**config.mk**
```make
export PLATFORM = sky130hd
export DESIGN_NAME = disc_window_pixel_scanner
export DESIGN_NICKNAME = d
export VERILOG_FILES = /design/src/rtl/dwps_pkg.sv /design/src/rtl/disc_window_pixel_scanner.sv
export SDC_FILE = /design/constraint.sdc
export NUM_CORES = 1
export LEC_CHECK = 0
export BUFFER_PORTS_ARGS = -buffer_cell sky130_fd_sc_hd__buf_2
export CELL_PAD_IN_SITES_DETAIL_PLACEMENT = 1
export CELL_PAD_IN_SITES_GLOBAL_PLACEMENT = 1
export CORE_MARGIN = 1
export CORE_UTILIZATION = 47
export CTS_BUF_LIST = sky130_fd_sc_hd__clkbuf_8
export DETAILED_ROUTE_END_ITERATION = 10
export PLACE_DENSITY_LB_ADDON = 0.1
export SYNTH_ARGS = -nofsm -noshare
export SYNTH_HDL_FRONTEND = slang
export SYNTH_SLANG_ARGS = --single-unit
```
**constraint.sdc**
```tcl
create_clock -name clk -period 7.5 [get_ports clk]
set_clock_uncertainty 0.1 [all_clocks]
set_input_delay 0 -clock clk [delete_from_list [all_inputs] [get_ports clk]]
set_output_delay 0 -clock clk [all_outputs]
set_load 0.005 [all_outputs]
```
**src/rtl/dwps_pkg.sv**
```systemverilog
// Package for the disc window pixel scanner.
// Holds the beat structs, action and register codes and default sizes.
// No dependencies.
`timescale 1ns / 1ps

package dwps_pkg;

	localparam int COORD_W    = 8;
	localparam int COLOR_W    = 16;
	localparam int RADIUS_W   = 12;
	localparam int CFG_IDX_W  = 1;
	localparam int CFG_DATA_W = 16;

	localparam int PANEL_SIZE_DEFAULT = 240;

	// Item actions
	localparam logic ACTION_START   = 1'b0;
	localparam logic ACTION_ADVANCE = 1'b1;

	// Configuration register indexes
	localparam logic [CFG_IDX_W-1:0] CFG_COVER_MODE       = 1'd0;
	localparam logic [CFG_IDX_W-1:0] CFG_BACKGROUND_COLOR = 1'd1;

	typedef struct packed {
		logic                action;
		logic [COORD_W-1:0]  center_x;
		logic [COORD_W-1:0]  center_y;
		logic [RADIUS_W-1:0] radius_q4;
		logic [COLOR_W-1:0]  draw_color;
	} item_t;

	typedef struct packed {
		logic [COORD_W-1:0] pixel_x;
		logic [COORD_W-1:0] pixel_y;
		logic [COLOR_W-1:0] pixel_color;
		logic               write_pixel;
		logic               scan_done;
	} pixel_t;

endpackage

```
**src/rtl/disc_window_pixel_scanner.sv**
```systemverilog
// Disc window pixel scanner: walks the bounding window of a disc and
// emits one pixel beat per advance item. Depends on dwps_pkg.
`timescale 1ns / 1ps

// Usage
//   Item channel (item_valid / item_stall / item): a start beat loads a disc
//   (center, radius in unsigned Q4, color) and yields no pixel beat. An
//   advance beat visits the next position of the clipped window in
//   row-major order and yields exactly one pixel beat on the pixel channel
//   (pixel_valid / pixel_stall / pixel). An advance with no active window
//   yields an all-zero beat with scan_done set.
//   Configuration (cfg_write / cfg_index / cfg_data): cover_mode and
//   background_color; the user must write them only while the block is idle (the block does not enforce it).
// Pipeline
//   An accepted advance is registered in the middle stage and then in the
//   output register before it is presented on the pixel channel.
//   One item per clock sustained unless the pixel channel stalls: the window
//   counters step per advance, the squared-distance compare sits in the next stage.
// Reset
//   arst_n clears the scan state, both configuration registers and the
//   pipeline valids; no window is active afterwards.
// Stall
//   A stalled pixel beat holds in the output register. The middle stage
//   still fills, so item_stall rises only when both stages hold beats.
module disc_window_pixel_scanner #(
	parameter int PANEL_SIZE = dwps_pkg::PANEL_SIZE_DEFAULT
) (
	input  logic                               clk,
	input  logic                               arst_n,
	input  logic                               item_valid,
	output logic                               item_stall,
	input  dwps_pkg::item_t                    item,
	output logic                               pixel_valid,
	input  logic                               pixel_stall,
	output dwps_pkg::pixel_t                   pixel,
	input  logic                               cfg_write,
	input  logic [dwps_pkg::CFG_IDX_W-1:0]     cfg_index,
	input  logic [dwps_pkg::CFG_DATA_W-1:0]    cfg_data
);
	import dwps_pkg::*;

	// Largest coordinate on the panel, one bit wider than a coordinate so
	// the unclipped upper limit compares cleanly.
	localparam logic [COORD_W:0] PANEL_MAX = (COORD_W+1)'(PANEL_SIZE - 1);

	typedef struct packed {
		logic [COORD_W-1:0] lo;
		logic [COORD_W:0]   hi;
	} axis_t;

	typedef struct packed {
		logic                      live;
		logic [COORD_W-1:0]        x;
		logic [COORD_W-1:0]        y;
		logic signed [COORD_W:0]   dx;
		logic signed [COORD_W:0]   dy;
		logic [COLOR_W-1:0]        rsq;
		logic [COLOR_W-1:0]        color;
		logic                      done;
	} visit_t;

	// Window limits on one axis: floor(c - r + 1/2) and floor(c + r + 1/2),
	// low end clamped at zero, high end clipped to the panel.
	function automatic axis_t axis_window(input logic [COORD_W-1:0] center,
	                                      input logic [RADIUS_W-1:0] rq);
		logic [RADIUS_W-1:0] c16;
		logic [RADIUS_W+1:0] lo_sum;
		logic [RADIUS_W:0]   hi_sum;
		axis_t               w;
		c16    = {center, 4'b0000};
		lo_sum = {2'b00, c16} + (RADIUS_W+2)'(8) - {2'b00, rq};
		hi_sum = {1'b0, c16} + {1'b0, rq} + (RADIUS_W+1)'(8);
		w.lo   = lo_sum[RADIUS_W+1] ? '0 : lo_sum[RADIUS_W-1:4];
		w.hi   = (hi_sum[RADIUS_W:4] > PANEL_MAX) ? PANEL_MAX : hi_sum[RADIUS_W:4];
		return w;
	endfunction

	// Configuration
	logic               cover_mode_q;
	logic [COLOR_W-1:0] background_color_q;

	// Scan state
	logic [COORD_W-1:0] scan_column_q;
	logic [COORD_W-1:0] scan_row_q;
	logic [COORD_W-1:0] window_left_q;
	logic [COORD_W-1:0] window_right_q;
	logic [COORD_W-1:0] window_bottom_q;
	logic [COORD_W-1:0] disc_center_x_q;
	logic [COORD_W-1:0] disc_center_y_q;
	logic [COLOR_W-1:0] radius_squared_q;
	logic [COLOR_W-1:0] disc_color_q;
	logic               scan_active_q;

	// Pipeline
	logic   s1_valid;
	visit_t s1;
	logic   pipe_en;
	logic   item_take;

	// Start-side arithmetic
	axis_t                 win_x;
	axis_t                 win_y;
	logic [2*RADIUS_W-1:0] r2;
	logic [2*RADIUS_W:0]   r2_round;
	logic                  win_empty;

	// Advance-side stepping
	logic   last_col;
	logic   last_row;
	visit_t visit_next;

	// Distance compare
	logic signed [2*COORD_W+1:0] dx_sq;
	logic signed [2*COORD_W+1:0] dy_sq;
	logic [COLOR_W:0]            d2;
	logic                        in_disc;
	pixel_t                      pixel_next;

	// The output register moves when empty or taken; the middle stage
	// moves whenever it is empty or the output register moves.
	assign pipe_en    = !pixel_valid || !pixel_stall;
	assign item_stall = s1_valid && !pipe_en;
	assign item_take  = item_valid && !item_stall;

	always_comb begin
		win_x     = axis_window(item.center_x, item.radius_q4);
		win_y     = axis_window(item.center_y, item.radius_q4);
		r2        = item.radius_q4 * item.radius_q4;
		r2_round  = {1'b0, r2} + (2*RADIUS_W+1)'(128);
		win_empty = ({1'b0, win_x.lo} > win_x.hi) || ({1'b0, win_y.lo} > win_y.hi);
	end

	always_comb begin
		last_col = scan_column_q >= window_right_q;
		last_row = scan_row_q >= window_bottom_q;

		visit_next.live  = scan_active_q;
		visit_next.x     = scan_column_q;
		visit_next.y     = scan_row_q;
		visit_next.dx    = $signed({1'b0, scan_column_q}) - $signed({1'b0, disc_center_x_q});
		visit_next.dy    = $signed({1'b0, scan_row_q}) - $signed({1'b0, disc_center_y_q});
		visit_next.rsq   = radius_squared_q;
		visit_next.color = disc_color_q;
		visit_next.done  = last_col && last_row;
		// Idle advance: blank position, flagged done
		if (!scan_active_q) begin
			visit_next.x    = '0;
			visit_next.y    = '0;
			visit_next.done = 1'b1;
		end
	end

	// Configuration writes
	always_ff @(posedge clk or negedge arst_n) begin
		if (!arst_n) begin
			cover_mode_q       <= 1'b0;
			background_color_q <= '0;
		end else if (cfg_write) begin
			unique case (cfg_index)
				CFG_COVER_MODE:       cover_mode_q       <= cfg_data[0];
				CFG_BACKGROUND_COLOR: background_color_q <= cfg_data[COLOR_W-1:0];
			endcase
		end
	end

	// Scan state: load on start, step on advance
	always_ff @(posedge clk or negedge arst_n) begin
		if (!arst_n) begin
			scan_column_q    <= '0;
			scan_row_q       <= '0;
			window_left_q    <= '0;
			window_right_q   <= '0;
			window_bottom_q  <= '0;
			disc_center_x_q  <= '0;
			disc_center_y_q  <= '0;
			radius_squared_q <= '0;
			disc_color_q     <= '0;
			scan_active_q    <= 1'b0;
		end else if (item_take) begin
			if (item.action == ACTION_START) begin
				disc_center_x_q  <= item.center_x;
				disc_center_y_q  <= item.center_y;
				radius_squared_q <= r2_round[2*RADIUS_W-1:8];
				disc_color_q     <= item.draw_color;
				// Empty window: stay idle, keep old limits
				scan_active_q    <= !win_empty;
				if (!win_empty) begin
					window_left_q   <= win_x.lo;
					window_right_q  <= win_x.hi[COORD_W-1:0];
					window_bottom_q <= win_y.hi[COORD_W-1:0];
					scan_column_q   <= win_x.lo;
					scan_row_q      <= win_y.lo;
				end
			end else if (scan_active_q) begin
				if (last_col) begin
					if (last_row) begin
						scan_active_q <= 1'b0;
					end else begin
						scan_row_q    <= scan_row_q + 1'b1;
						scan_column_q <= window_left_q;
					end
				end else begin
					scan_column_q <= scan_column_q + 1'b1;
				end
			end
		end
	end

	// Middle stage: visited position and its offsets from the center
	always_ff @(posedge clk or negedge arst_n) begin
		if (!arst_n) begin
			s1_valid <= 1'b0;
		end else if (!s1_valid || pipe_en) begin
			s1_valid <= item_take && (item.action == ACTION_ADVANCE);
		end
	end

	always_ff @(posedge clk) begin
		if (item_take && (!s1_valid || pipe_en)) begin
			s1 <= visit_next;
		end
	end

	// Squared distance against the rounded squared radius
	always_comb begin
		dx_sq   = s1.dx * s1.dx;
		dy_sq   = s1.dy * s1.dy;
		d2      = {1'b0, dx_sq[COLOR_W-1:0]} + {1'b0, dy_sq[COLOR_W-1:0]};
		in_disc = d2 <= {1'b0, s1.rsq};

		pixel_next.pixel_x     = s1.x;
		pixel_next.pixel_y     = s1.y;
		pixel_next.scan_done   = s1.done;
		pixel_next.pixel_color = '0;
		pixel_next.write_pixel = 1'b0;
		if (s1.live) begin
			if (in_disc) begin
				pixel_next.pixel_color = s1.color;
				pixel_next.write_pixel = 1'b1;
			end else if (cover_mode_q) begin
				pixel_next.pixel_color = background_color_q;
				pixel_next.write_pixel = 1'b1;
			end
		end
	end

	// Output register
	always_ff @(posedge clk or negedge arst_n) begin
		if (!arst_n) begin
			pixel_valid <= 1'b0;
		end else if (pipe_en) begin
			pixel_valid <= s1_valid;
		end
	end

	always_ff @(posedge clk) begin
		if (pipe_en && s1_valid) begin
			pixel <= pixel_next;
		end
	end

	// Checks
	a_scan_in_window: assert property (@(posedge clk) disable iff (!arst_n)
		scan_active_q |-> (scan_column_q <= window_right_q) &&
		                  (scan_row_q <= window_bottom_q))
		else $error("scan position beyond window");

	a_window_ordered: assert property (@(posedge clk) disable iff (!arst_n)
		scan_active_q |-> (window_left_q <= window_right_q) &&
		                  (scan_column_q >= window_left_q))
		else $error("window left above right");

	a_advance_fills: assert property (@(posedge clk) disable iff (!arst_n)
		(item_take && (item.action == ACTION_ADVANCE)) |=> s1_valid)
		else $error("accepted advance lost before middle stage");

	a_blank_color: assert property (@(posedge clk) disable iff (!arst_n)
		(pixel_valid && !pixel.write_pixel) |-> (pixel.pixel_color == '0))
		else $error("unwritten pixel carries a color");

endmodule

```
==> results.py <==
metrics = {
    "worst_setup_path": {
        "worstPathRequired_ns": 7.76,
        "end_kind": "flip-flop",
        "cpMaxStageDelayCell": "fa_1",
        "crit_arrival_ns": 7.63,
        "worst_path_largest_cell_delay_ns": 0.60,
        "critPathMaxFanout": 9,
        "path_common_cell": "fa_1",
        "startpoint_type": "flip-flop",
        "path_class": "flip-flop to flip-flop",
    },
    "min_path": {
        "worst_hold_path_type": "primary input to flip-flop",
    },
    "yosys": {
        "ys_seq_area_share_pct": 28.3,
        "synth_edf_count": 102,
        "syn-cell-area_sq_um": 20400,
        "synth.area.top_cells": "fa_1, ha_1, edfxtp_1, dfrtp_1, inv_1",
        "ys_types": 79,
        "ys.flop_type": "dfrtp_1",
        "synth.most_common_cell": "inv_1",
        "synth.top_cell.area_share_pct": 18.7,
        "synth_area_leader_cell": "fa_1",
        "synthCells": 2003,
        "synthArstFlopShare_pct": 51.4,
        "synth_area_per_cell_sq_um": 10.2,
        "synth_fp_nets": 2510,
        "ys_seq_elements": 210,
        "yosys_warnings": 0,
        "synthTopCellsByCount": "inv_1, ha_1, fa_1",
    },
    "route": {
        "drc": 0,
        "wl_per_cell_um": 19.2,
        "num_vias": 14800,
        "antenna_left": 0,
        "routed_wl_um": 54000,
        "vias_per_cell": 5.27,
        "drt_first_pass_iters": 5,
        "drt_iter0_markers": 553,
    },
    "floorplanning": {
        "die_area_sq_um": 44200,
        "initial_core_util_pct": 48.2,
        "rows": 75,
        "die_w_um": 210,
        "dieHeight_um": 210,
        "io-pin-count": 103,
        "design.core.area_sq_um": 42300,
    },
    "global_routing": {
        "grt_pass1_vias": 16400,
        "grt_max_degree": 74,
        "grt_usage_pct": 25.1,
        "overflow": 0,
        "grt_pass1_wl_um": 87400,
        "antenna_found_initial": 0,
    },
    "sta": {
        "rsz0062_at_grt": "yes",
        "whs_ns": 0.0463,
        "final-max-slew-violation-count": 0,
        "finalHoldViolations": 0,
        "fin_setup_tns_ns": 0,
        "fin_ws_ns": 0.139,
        "period_minus_slack_ns": 7.36,
        "max_slew_margin_pct": 25.9,
        "worstMarginPinSlew_ns": 1.11,
        "max_freq_mhz": 136,
        "finalSetupViolCount": 0,
        "period_share_pct": 98.2,
    },
    "run": {
        "max-cap-violations": 0,
    },
    "final_layout": {
        "layout-drive-gt1-share_pct": 15.8,
        "insertedDiodeCount": 0,
        "finish.utilization_pct": 55.4,
        "final_net_count": 2713,
        "area_delta_synth_final_pct": 15.1,
    },
    "placement": {
        "dp_hpwl_um": 41700,
        "place_ws_ns": -0.263,
        "port-buffer-count": 102,
        "globalplace.congestion": 0.867,
    },
    "cts": {
        "cts_root_buffer": "clkbuf_8",
        "cts-buffers-inserted": 36,
        "clock-sinks": 210,
        "clockBufferDepth": 3,
        "htreeDepth": 2,
        "clkTransAtPathRegs_ns": 0.06,
        "cts_tree": "yes",
        "clock_latency_ns": 0.56,
    },
    "outcome": {
        "status": "finished clean",
    },
}
==> critical path: cells and delay by family (launching register included) <==
| kind | cells | cell delay, ns |
|---|---|---|
| adder cells (fa/ha/maj) | 8 | 3.18 |
| AO/OA/AOI/OAI | 12 | 1.85 |
| buffers and inverters | 4 | 0.52 |
| XOR/XNOR | 3 | 0.52 |
| flip-flops | 1 | 0.46 |
| AND/OR/NAND/NOR | 2 | 0.30 |
| multiplexers | 1 | 0.24 |
==> flip-flops by register name, summed over array words and instances (netlist names) <==
register / flops
cover_mode_q: 1
s1: 51
scan_active_q: 1
pixel_next: 17
s1_valid: 1
scan_column_q: 8
radius_squared_q: 16
window_bottom_q: 8
pixel_valid: 1
disc_center_x_q: 8
scan_row_q: 8
background_color_q: 16
disc_center_y_q: 8
disc_color_q: 16
window_right_q: 8
pixel: 34
window_left_q: 8
==> cell families (layout without fill, tap and decap cells) <==
family	after synthesis	count (layout)	share of synthesized area, %
AND/OR/NAND/NOR	503	503	12.3
adder cells (fa/ha/maj)	440	440	34.0
buffers and inverters	354	585	6.77
AO/OA/AOI/OAI	312	312	9.96
flip-flops	210	210	28.3
XOR/XNOR	112	112	4.81
multiplexers	72	72	3.89
==> per-layer routing <==
layer | track usage, % | up-vias | wire length, um
met4 | 7.20 | 0 | 1480
met2 | 43.4 | 207 | 26600
li1 | - | 7066 | -
met1 | 33.8 | 7465 | 24700
met3 | 2.19 | 85 | 1260
met5 | 0 | - | 0
==> metrics by stage <==
step | instance area [sq um] | std cells
after global placement | 21600 | 2656
final | 23500 | 2811
after CTS | 23100 | 2790
after floorplan | 20400 | 2003
after global routing | 23500 | 2811
after detailed placement | 21600 | 2656
==> placed cells by master, fill, tap and decap left out, types with 13 or more instances in the layout <==
cell type      count
a211oi_1          15
a21o_1            49
a21oi_1           72
a21oi_2           14
and2_1            86
buf_2            101
buf_4             53
clkbuf_8          42
dfrtp_1          108
dlygate4sd3_1     57
edfxtp_1         102
fa_1             188
ha_1             237
inv_1            298
mux2_2            54
mux2i_1           15
nand2_1          134
nand2b_1          22
nand3_1           31
nand4_1           13
nor2_1           120
nor2b_1           31
nor3_1            16
o21a_1            18
o21ai_0           54
xnor2_1           74
xor2_1            35
==> path summary, 6_finish.rpt <==
kind,from,endpoint,slack (ns),cells after the start
worst max-delay path,s1[35],pixel[2],0.14,30
worst min-delay path,item[26],radius_squared_q[15],0.05,5
worst max register to register,s1[35],pixel[2],0.14,30
worst min register to register,pixel_next[21],pixel[21],0.31,0
max in group asynchronous,arst_n,window_bottom_q[3],5.95,4
min in group asynchronous,arst_n,radius_squared_q[5],0.42,4
==> cell type report <==
cell class	count	area [sq um]
fillers	4704	18900
multi-input cells	1439	13600
flip-flops and latches	210	5770
repair buffers	218	1570
inverters	301	1130
well taps	577	722
clock buffers	42	578
clock inverters	24	136
==> repair_timing <==
item                       CTS  global route
hold buffers                58             0
setup endpoints to repair   17            17
hold endpoints to repair   100             0
cloned                       1             0
pin swaps                    8            45
resized for setup           14            56
buffers inserted             9            22
Power is left out: the tool's default activity adds up to more than one toggle a clock period on the data nets, which glitch-free logic cannot reach.
